**config.mk**
```make
export PLATFORM = sky130hd
export DESIGN_NAME = tcw_cursor
export DESIGN_NICKNAME = d
export VERILOG_FILES = /design/src/rtl/tcw_pkg.sv /design/src/rtl/tcw_cursor.sv
export SDC_FILE = /design/constraint.sdc
export NUM_CORES = 1
export LEC_CHECK = 0
export ABC_AREA = 1
export BUFFER_PORTS_ARGS = -buffer_cell sky130_fd_sc_hd__buf_2
export CAP_MARGIN = 5
export CORE_ASPECT_RATIO = 1.25
export CORE_UTILIZATION = 52
export CTS_BUF_LIST = sky130_fd_sc_hd__clkbuf_16
export DETAILED_ROUTE_END_ITERATION = 8
export PLACE_DENSITY = 0.76
export SETUP_SLACK_MARGIN = 0.5
export SLEW_MARGIN = 10
export SYNTH_ARGS = -nofsm -noshare
export SYNTH_HDL_FRONTEND = slang
export SYNTH_SLANG_ARGS = --single-unit
export TNS_END_PERCENT = 20
```
**constraint.sdc**
```tcl
create_clock -name clk -period 2.35 [get_ports clk]
set_input_delay 0.1175 -clock clk [delete_from_list [all_inputs] [get_ports clk]]
set_output_delay 0.1175 -clock clk [all_outputs]
set_load 0.01 [all_outputs]
```
**src/rtl/tcw_pkg.sv**
```systemverilog
// Shared types and constants for the text console writer.
// Used by tcw_screen_ram, tcw_cursor and text_console_writer; no dependencies.
`default_nettype none

package tcw_pkg;

  // Fixed field widths.
  localparam int ADDR_W = 12;  // linear cell address, enough for 127 x 31 cells
  localparam int COL_W  = 7;
  localparam int ROW_W  = 5;
  localparam int DATA_W = 16;
  localparam int CHAR_W = 8;
  localparam int LOC_W  = 11;
  localparam int FUNC_W = 2;
  localparam int IDX_W  = 11;
  localparam int CFG_W  = 8;

  // Default screen geometry.
  localparam int DEF_COLS = 80;
  localparam int DEF_ROWS = 25;

  // Operation codes.
  localparam logic [FUNC_W-1:0] FUNC_PRINT = 2'd0;
  localparam logic [FUNC_W-1:0] FUNC_READ  = 2'd1;
  localparam logic [FUNC_W-1:0] FUNC_CLEAR = 2'd2;

  // Configuration register indexes.
  localparam logic REG_ATTRIBUTE = 1'b0;
  localparam logic REG_WRAP_HOME = 1'b1;

  // Character codes with special meaning.
  localparam logic [CHAR_W-1:0] CH_BACKSPACE = 8'h08;
  localparam logic [CHAR_W-1:0] CH_NEWLINE   = 8'h0A;
  localparam logic [CHAR_W-1:0] CH_RETURN    = 8'h0D;
  localparam logic [CHAR_W-1:0] CH_SPACE     = 8'h20;
  localparam logic [CHAR_W-1:0] CH_NUL       = 8'h00;

  localparam logic [DATA_W-1:0] RESET_CELL     = 16'h0720;
  localparam logic [CFG_W-1:0]  RESET_ATTRIBUTE = 8'h07;

  // Cursor update commands.
  typedef enum logic [2:0] {
    CUR_HOLD,
    CUR_BACK,
    CUR_RETURN,
    CUR_NEWLINE,
    CUR_ADVANCE,
    CUR_HOME,
    CUR_BOTTOM
  } cur_cmd_t;

  // Sequencer states.
  typedef enum logic [3:0] {
    S_INIT,
    S_IDLE,
    S_EXEC,
    S_BOTTOM,
    S_SCROLL_RD,
    S_SCROLL_WR,
    S_FILL,
    S_READ,
    S_DONE
  } state_t;

endpackage

`default_nettype wire

```
**src/rtl/tcw_cursor.sv**
```systemverilog
// Cursor column, row and linear position; relative moves of the position share one adder.
// Depends on tcw_pkg for widths and the cursor command type.
`default_nettype none

module tcw_cursor
  import tcw_pkg::*;
#(
  parameter int COLS = DEF_COLS,
  parameter int ROWS = DEF_ROWS
) (
  input  wire logic              clk,
  input  wire logic              rst,
  input  wire cur_cmd_t          cmd,
  output logic      [ADDR_W-1:0] pos,
  output logic      [ADDR_W-1:0] pos_next,
  output logic      [ROW_W-1:0]  row
);

  localparam logic [COL_W-1:0]  LAST_COL   = COL_W'(COLS - 1);
  localparam logic [ROW_W-1:0]  LAST_ROW   = ROW_W'(ROWS - 1);
  localparam logic [ADDR_W-1:0] COLS_A     = ADDR_W'(COLS);
  localparam logic [ADDR_W-1:0] ONE_A      = ADDR_W'(1);
  localparam logic [ADDR_W-1:0] BOTTOM_POS = ADDR_W'((ROWS - 1) * COLS);

  logic [COL_W-1:0]  col;
  logic [COL_W-1:0]  col_next;
  logic [ROW_W-1:0]  row_next;
  logic [ADDR_W-1:0] delta;
  logic [ADDR_W-1:0] sum;
  logic [ADDR_W-1:0] col_ext;

  assign col_ext = ADDR_W'(col);
  // The shared adder: every relative move, but a backspace from the top-left cell, is pos plus a chosen step.
  assign sum = pos + delta;

  always_comb begin
    col_next = col;
    row_next = row;
    delta    = '0;
    pos_next = pos;
    case (cmd)
      CUR_BACK: begin
        delta = '1;  // minus one
        if (col == '0) begin
          col_next = LAST_COL;
          if (row != '0) begin
            row_next = row - ROW_W'(1);
            pos_next = sum;
          end else begin
            pos_next = ADDR_W'(LAST_COL);
          end
        end else begin
          col_next = col - COL_W'(1);
          pos_next = sum;
        end
      end
      CUR_RETURN: begin
        delta    = ~col_ext + ONE_A;
        col_next = '0;
        pos_next = sum;
      end
      CUR_NEWLINE: begin
        delta    = COLS_A - col_ext;
        col_next = '0;
        row_next = row + ROW_W'(1);
        pos_next = sum;
      end
      CUR_ADVANCE: begin
        delta = ONE_A;
        if (col == LAST_COL) begin
          col_next = '0;
          row_next = row + ROW_W'(1);
        end else begin
          col_next = col + COL_W'(1);
        end
        pos_next = sum;
      end
      CUR_HOME: begin
        col_next = '0;
        row_next = '0;
        pos_next = '0;
      end
      CUR_BOTTOM: begin
        col_next = '0;
        row_next = LAST_ROW;
        pos_next = BOTTOM_POS;
      end
      default: begin
        pos_next = pos;
      end
    endcase
  end

  always_ff @(posedge clk) begin
    if (rst) begin
      col <= '0;
      row <= '0;
      pos <= '0;
    end else begin
      col <= col_next;
      row <= row_next;
      pos <= pos_next;
    end
  end

endmodule

`default_nettype wire

```
==> results of run 1 <==
worst min path at each step:
stage / from / end / slack [ns] / cells past startpoint
after floorplan: rst / pos[7] / 0.19 / 1
after global placement: row[3] / row[3] / 0.51 / 2
after detailed placement: row[3] / row[3] / 0.51 / 2
after CTS: rst / pos[4] / 0.25 / 2
after global routing: rst / pos[9] / 0.30 / 2
final: rst / pos[2] / 0.28 / 2
synthesized netlist by cell type (2+ instances only):
master,instances,area share
sky130_fd_sc_hd__nor3_4,2,0.014
sky130_fd_sc_hd__nor2_2,4,0.011
sky130_fd_sc_hd__nor3_1,2,0.0042
sky130_fd_sc_hd__dfxtp_1,24,0.20
sky130_fd_sc_hd__nand2_2,7,0.019
sky130_fd_sc_hd__inv_2,7,0.011
sky130_fd_sc_hd__nand4_1,5,0.013
sky130_fd_sc_hd__o211ai_1,7,0.022
sky130_fd_sc_hd__o22ai_1,3,0.0080
sky130_fd_sc_hd__nand3_2,4,0.017
sky130_fd_sc_hd__a21oi_1,26,0.055
sky130_fd_sc_hd__o21ai_1,4,0.0085
sky130_fd_sc_hd__a21oi_2,3,0.011
sky130_fd_sc_hd__nor2_1,38,0.061
sky130_fd_sc_hd__o221ai_1,2,0.0074
sky130_fd_sc_hd__fa_1,2,0.017
sky130_fd_sc_hd__inv_1,49,0.078
sky130_fd_sc_hd__nand2_1,89,0.14
sky130_fd_sc_hd__buf_6,4,0.019
sky130_fd_sc_hd__xor2_1,4,0.015
sky130_fd_sc_hd__o21ai_0,15,0.032
sky130_fd_sc_hd__a31oi_1,3,0.0080
sky130_fd_sc_hd__xnor2_1,3,0.011
sky130_fd_sc_hd__nand3_1,28,0.059
sky130_fd_sc_hd__buf_2,2,0.0042
sky130_fd_sc_hd__ha_1,16,0.085
area by class of cell:
class | count | share of cell area
timing repair buffer | 106 | 0.2113
sequential | 24 | 0.1396
clock buffer | 3 | 0.02120
inverter | 58 | 0.06608
tap | 58 | 0.02049
multi-input combinational | 281 | 0.5413
routing by layer:
| metal | vias to the layer above | track usage | part of all wire |
|---|---|---|---|
| met5 | - | 0 | 0 |
| met4 | 0 | 0.1651 | 0.042 |
| met3 | 40 | 0.03571 | 0.058 |
| met2 | 148 | 0.5802 | 0.51 |
| met1 | 1400 | 0.3750 | 0.39 |
| li1 | 1422 | - | - |
stage by stage:
stage	util	worst slack (ns)	TNS (ns)	total power [mW]	cells
floorplan	-	0.1105	0	1.173	371
CTS	0.7570	-0.3325	-2.856	2.107	526
global placement	0.6969	-0.1095	-0.3333	1.579	513
detailed placement	0.6969	-0.1724	-0.6598	1.605	513
global route	0.8063	-0.6812	-7.100	2.406	530
finish	0.8063	-0.5619	-4.918	2.288	530
flip-flops by register name, indices dropped and copies added, names as in the netlist:
| name | flops |
|---|---|
| col | 7 |
| row | 5 |
| pos | 12 |
kinds of logic after synthesis:
group,after synthesis,share of synthesized area
simple gates,186,0.3680
compound gates,70,0.1784
fa+ha+maj,18,0.1020
flops,24,0.2039
xor+xnor,7,0.02602
buf+inv,66,0.1216
power groups by stage:
stage | sequential (mW) | combinational, mW | clock [mW]
final | 0.535 | 1.36 | 0.395
after global routing | 0.542 | 1.46 | 0.403
after CTS | 0.529 | 1.19 | 0.392
after detailed placement | 0.533 | 1.07 | 0
after global placement | 0.531 | 1.05 | 0
after floorplan | 0.533 | 0.639 | 0
what timing repair did:
| action | CTS | global route |
|---|---|---|
| endpoints found under the setup margin | 23 | 28 |
| gates resized for setup | 30 | 50 |
| buffers inserted | 10 | 4 |
| pin swaps | 18 | 27 |
==> summary.md, run 1 <==
| Metric | Value |
|---|---|
| Outcome | finished with violations |
| Violated checks | negative setup slack |
| Achievable Freq | 343.4 MHz |
| Cell with the largest stage delay on the worst path | sky130_fd_sc_hd__dfxtp_4 |
| First-iteration detailed-routing DRC count | 270 |
| Areal power density over the cells | 646.1 nW/um^2 |
| Commonest non-fill, non-tap cell in the layout | sky130_fd_sc_hd__buf_4 |
| Required time at the worst-slack endpoint | 2.23 ns |
| # H-tree levels | 1 |
| Sequential cell area fraction in the yosys report | 0.2039 |
| Antenna Violating Nets Remaining | 0 |
| Period utilisation layout | 1.239 |
| P_int | 1.327 mW |
| Critical path buffer and inverter count | 4 |
| Leakage power of the design | 1.835 nW |
| Maximum ir drop on the vdd rail | 0.4096 mV |
| Total standard cell area after synthesis | 2356 um^2 |
| Setup crit start kind | register |
| DR WL/cell | 16.03 um |
| Share of post-route cells with drive strength above 1 | 0.4682 |
| Maximum number of pins on one net before global-route repair | 16 |
| CTS sink count | 24 |
| Grt total ovfl | 0 |
| Die ar. | 4806 um^2 |
| Fin. max-slew vios | 0 |
| First element of the critical path | col[1] |
| Worst flop-to-flop path startpoint | col[2] |
| Endpoint of the most critical setup path | pos_next[11] |
| Root buffer cell | sky130_fd_sc_hd__clkbuf_16 |
| Antenna violations before repair | 0 |
| Net switching component of the power | 960.6 uW |
| Clock-pin slew on the worst setup and hold paths | 0.07 ns |
| Vertical extent of the die | 77.26 um |
| Post-Syn Area per Cell | 6.350 um^2 |
| Critical path class | register to output pin |
| Fraction of registers with async set or reset after synthesis | 0 |
| Number of iterations in the first detailed-routing pass | 5 |
| Cell type with the highest occurrence count on the critical path | sky130_fd_sc_hd__nand2_2 |
| Total length of routed wires | 8494 um |
| Critical R2R Capture | pos[8] |
| WHS | 0.2805 ns |
| Storage cell area | 494.2 um^2 |
| Final Instance Area | 3541 um^2 |
| Fill count | 282 |
| Number of top-level design ports | 34 |
| Count of flip-flops with a built-in enable after synthesis | 0 |
| Total of hold buffers inserted after clock tree synthesis | 0 |
| Critical Path Fanout Max | 4 |
| Combinational Power Share | 0.593 |
| Post-Route Skew | 0.002203 ns |
| Data arrival time of the critical path | 2.79 ns |
| Minimum period implied by the final worst setup slack | 2.912 ns |
| CTS tree | yes |
| Input/output buffers | 33 |
| Final critical-path setup slack | -0.5619 ns |
| Post-synth cell types | 44 |
| Final number of setup-violating endpoints | 16 |
| Dominant delay contributor by cell family on the critical path | simple AND/OR/NAND/NOR gates |
| Global router's overall resource usage | 0.3237 |
| Standard cell area after detailed placement | 3060 um^2 |
| Maximum count of clock buffers along a single path | 2 |
| Number of endpoints with negative hold slack in the final report | 0 |
| Longest individual stage delay on the worst path | 0.37 ns |
| Highest-count cells in the layout ignoring fill and taps | sky130_fd_sc_hd__buf_4 (67), sky130_fd_sc_hd__nand2_1 (64), sky130_fd_sc_hd__inv_1 (39) |
| Actual transition at the worst max-transition pin | 0.5112 ns |
| Worst Reg-to-Reg Cells | 23 |
| Global-route wire length before repair | 12520 um |
| Worst setup EP type | output pin |
| Worst slew margin relative to its limit | 0.6580 |
| Part of the power in registers | 0.234 |
| Multi-input logic area | 1917 um^2 |
| Reported max-cap violation count | 0 |
| Final weighted congestion in routability-driven placement | 0.9177 |
| Most used flip-flop cell after synthesis | sky130_fd_sc_hd__dfxtp_1 |
| Worst skew pair latency | 0.27 ns |
| Post-route DRC | 0 |
| Vias in the first global route | 2822 |
| Diodes inserted | 0 |
| Synthesized instance count | 371 |
| Setup repair after global routing missed its margin | true |
| Clk pwr share | 0.173 |
| Flop and latch count out of synthesis | 24 |
| Series of cell instances along the critical path | inv_4 > ha_4 > inv_6 > o21ai_4 > nand2_2 > o211ai_1 > ha_2 > nand2_2 > nand2_2 > nand2_2 > nand2_1 > nand2_1 > nand2_2 > nor2_4 > inv_1 > nand2_1 > nand3_2 > nand2_2 > buf_6 |
| Hold Crit Class | primary input to register |
| Area Growth Syn to Fin | 50.29% |
| Critical path depth in cells | 19 |
| Number of rows created at floorplan | 27 |
| Via density per instance | 5.679 |
| Number of clock buffers inserted by TritonCTS | 3 |
| Layout net count | 497 |
| Initial cell density of the core | 0.5365 |
| Yosys synthesis warning count | 0 |
| Switching Fraction | 0.4199 |
| Horizontal extent of the die | 62.21 um |
| Count of vias placed by the detailed router | 3010 |
| HPWL Detailed | 5435 um |
| Floorplan Core Area | 4392 um^2 |
| Nets in the synthesized netlist | 394 |
| R2r setup slk | -0.46 ns |
Note: power is estimated with default switching activity, not from simulation.
==> run 2: changes to the inputs <==
--- a/config.mk
+++ b/config.mk
@@ -9,11 +9,11 @@
 export BUFFER_PORTS_ARGS = -buffer_cell sky130_fd_sc_hd__buf_2
 export CAP_MARGIN = 5
 export CORE_ASPECT_RATIO = 1.25
-export CORE_UTILIZATION = 52
+export CORE_UTILIZATION = 30
 export CTS_BUF_LIST = sky130_fd_sc_hd__clkbuf_16
 export DETAILED_ROUTE_END_ITERATION = 8
-export PLACE_DENSITY = 0.76
 export SETUP_SLACK_MARGIN = 0.5
+export SKIP_CTS_REPAIR_TIMING = 1
 export SLEW_MARGIN = 10
 export SYNTH_ARGS = -nofsm -noshare
 export SYNTH_HDL_FRONTEND = slang
==> run 2 against run 1 <==
  * The run still ends with negative setup slack left
  * Clock power increased by 1%
  * Wire length decreased by 15%
  * Non-clock buffer count decreased by 16
  * Cell count increased by 3.6%
  * Largest cell class unchanged
  * Die area increased by 71%
  * Clock skew increased by 0.0033 ns
==> summary.md, run 2 (same netlist as run 1, synthesis figures left out) <==
| Metric | Value |
|---|---|
| Actual transition at the worst max-transition pin | 0.4194 ns (was 0.5112 ns) |
| Worst Reg-to-Reg Cells | 18 (was 23) |
| Vertical extent of the die | 101.1 um (was 77.26 um) |
| Outcome | finished with violations (unchanged) |
| Combinational Power Share | 0.551 (was 0.593) |
| CTS sink count | 24 (unchanged) |
| Register name with the most flops | pos (unchanged) |
| Via density per instance | 4.933 (was 5.679) |
| HPWL Detailed | 5557 um (was 5435 um) |
| Data arrival time of the critical path | 2.62 ns (was 2.79 ns) |
| DR WL/cell | 13.21 um (was 16.03 um) |
| Initial cell density of the core | 0.3146 (was 0.5365) |
| Worst hold path cell count | 2 (unchanged) |
| Maximum ir drop on the vdd rail | 0.3552 mV (was 0.4096 mV) |
| Maximum number of pins on one net before global-route repair | 16 (unchanged) |
| Number of top-level design ports | 34 (unchanged) |
| Registers with the most flip-flops | pos: 12 flops, col: 7 flops, row: 5 flops (unchanged) |
| Part of the power in registers | 0.256 (was 0.234) |
| Share of post-route cells with drive strength above 1 | 0.4114 (was 0.4682) |
| Commonest non-fill, non-tap cell in the layout | sky130_fd_sc_hd__nand2_1 (was sky130_fd_sc_hd__buf_4) |
| Net switching component of the power | 866.8 uW (was 960.6 uW) |
| Root buffer cell | sky130_fd_sc_hd__clkbuf_16 (unchanged) |
| First-iteration detailed-routing DRC count | 112 (was 270) |
| Post-route DRC | 0 (unchanged) |
| Highest-count cells in the layout ignoring fill and taps | sky130_fd_sc_hd__nand2_1 (73), sky130_fd_sc_hd__buf_4 (57), sky130_fd_sc_hd__inv_1 (39) (was sky130_fd_sc_hd__buf_4 (67), sky130_fd_sc_hd__nand2_1 (64), sky130_fd_sc_hd__inv_1 (39)) |
| Areal power density over the cells | 620.5 nW/um^2 (was 646.1 nW/um^2) |
| Final Instance Area | 3336 um^2 (was 3541 um^2) |
| Final critical-path setup slack | -0.3828 ns (was -0.5619 ns) |
| Setup crit start kind | register (unchanged) |
| Hold Crit Class | primary input to register (unchanged) |
| Global router's overall resource usage | 0.1820 (was 0.3237) |
| Layout net count | 481 (was 497) |
| Antenna violations before repair | 0 (unchanged) |
| Standard cell area after detailed placement | 3080 um^2 (was 3060 um^2) |
| Final weighted congestion in routability-driven placement | 0.9085 (was 0.9177) |
| Number of clock buffers inserted by TritonCTS | 3 (unchanged) |
| Violated checks | negative setup slack (unchanged) |
| Worst skew pair latency | 0.27 ns (about the same) |
| Reported max-cap violation count | 0 (unchanged) |
| CTS tree | yes (unchanged) |
| Number of rows created at floorplan | 35 (was 27) |
| Switching Fraction | 0.4188 (was 0.4199) |
| Diodes inserted | 0 (unchanged) |
| Largest register FFs | 12 (unchanged) |
| Period utilisation layout | 1.163 (was 1.239) |
| # H-tree levels | 1 (unchanged) |
| Maximum count of clock buffers along a single path | 2 (unchanged) |
| Antenna Violating Nets Remaining | 0 (unchanged) |
| Required time at the worst-slack endpoint | 2.23 ns (about the same) |
| Clk pwr share | 0.193 (was 0.173) |
| Critical Path Fanout Max | 4 (unchanged) |
| Minimum period implied by the final worst setup slack | 2.733 ns (was 2.912 ns) |
| Final-layout setup total negative slack | -2.487 ns (was -4.918 ns) |
| Number of iterations in the first detailed-routing pass | 5 (unchanged) |
| Setup repair after global routing missed its margin | true (unchanged) |
| Total length of routed wires | 7252 um (was 8494 um) |
| Floorplan Core Area | 7488 um^2 (was 4392 um^2) |
| Leakage power of the design | 1.717 nW (was 1.835 nW) |
| Number of endpoints with negative hold slack in the final report | 0 (unchanged) |
| Area Growth Syn to Fin | 41.58% (was 50.29%) |
| Worst setup EP type | output pin (unchanged) |
| Vias in the first global route | 2544 (was 2822) |
| Grt total ovfl | 0 (unchanged) |
| P_int | 1.203 mW (was 1.327 mW) |
| Input/output buffers | 33 (unchanged) |
| Count of non-filler cells in the finished layout | 549 (was 530) |
| Global-route wire length before repair | 11740 um (was 12520 um) |
| Post-Route Skew | 0.005465 ns (was 0.002203 ns) |
| Worst slew margin relative to its limit | 0.7180 (was 0.6580) |
| Die ar. | 8214 um^2 (was 4806 um^2) |
| Horizontal extent of the die | 81.27 um (was 62.21 um) |
| Critical path class | register to output pin (unchanged) |
| Achievable Freq | 365.9 MHz (was 343.4 MHz) |
| Final number of setup-violating endpoints | 11 (was 16) |
| Total Power | 2.070 mW (was 2.288 mW) |
| Clock-pin slew on the worst setup and hold paths | 0.07 ns (about the same) |
| Fin. max-slew vios | 0 (unchanged) |
| Count of vias placed by the detailed router | 2708 (was 3010) |
| # placed instances | 544 (was 513) |
==> run 2: cell count changes in the layout (fill, tap and decap cells not counted), sizes merged <==
cell,delta
buf,-16
clkinv,+1
==> run 2: worst paths after layout <==
path / endpoint / slack [ns] / from
worst max-delay path: pos_next[11] / -0.38 / col[1]
worst min-delay path: pos[2] / 0.24 / rst
worst max register to register: pos[6] / -0.03 / col[1]
worst min register to register: pos[5] / 0.52 / pos[5]
==> run 2: worst max-delay path: stages (launching register included) <==
cell,delay (ns)
sky130_fd_sc_hd__dfxtp_4,0.37
sky130_fd_sc_hd__inv_4,0.06
sky130_fd_sc_hd__ha_4,0.16
sky130_fd_sc_hd__inv_6,0.05
sky130_fd_sc_hd__o21ai_4,0.14
sky130_fd_sc_hd__nand2_2,0.09
sky130_fd_sc_hd__nand2_1,0.08
sky130_fd_sc_hd__o211ai_1,0.11
sky130_fd_sc_hd__ha_1,0.37
sky130_fd_sc_hd__nand2_1,0.09
sky130_fd_sc_hd__nand2_2,0.06
sky130_fd_sc_hd__nand2_2,0.07
sky130_fd_sc_hd__nand2_1,0.05
sky130_fd_sc_hd__nand2_1,0.05
sky130_fd_sc_hd__nand2_1,0.05
sky130_fd_sc_hd__nor2_2,0.14
sky130_fd_sc_hd__inv_1,0.06
sky130_fd_sc_hd__nand2_1,0.07
sky130_fd_sc_hd__nand3_2,0.08
sky130_fd_sc_hd__nand2_2,0.07
sky130_fd_sc_hd__buf_6,0.09
==> run 2: area by class of cell <==
class | count | area, um^2
inverter | 58 | 234.0
clock inverter | 1 | 3.754
multi-input combinational | 281 | 1819
timing repair buffer | 90 | 599.3
sequential | 24 | 489.2
clock buffer | 3 | 75.07
tap | 92 | 115.1
fill | 768 | 4153
==> run 2: through the flow <==
stage          worst slack [ns]  hold slack, ns  utilization
3_3_place_gp            -0.1780          0.4981       0.4114
5_1_grt                 -0.5285          0.2913       0.4454
3_5_place_dp            -0.1990          0.5083       0.4114
6_report                -0.3828          0.2450       0.4454
4_1_cts                 -0.5068          0.2533       0.4219
2_1_floorplan            0.1105          0.1869            -
==> run 2: power groups by stage <==
stage	registers, mW	logic [mW]	clock network, mW
6_report	0.531	1.14	0.399
5_1_grt	0.540	1.27	0.424
4_1_cts	0.525	1.05	0.411
3_5_place_dp	0.533	1.05	0
3_3_place_gp	0.532	1.04	0
2_1_floorplan	0.533	0.639	0
==> run 2: routing by layer <==
layer  vias to the layer above  track usage  wire (um)
li1                       1396            -          -
met2                        42       0.3115       3654
met5                         -            0          0
met3                        11      0.01900        151
met4                         0      0.06181        164
met1                      1259       0.2328       3282
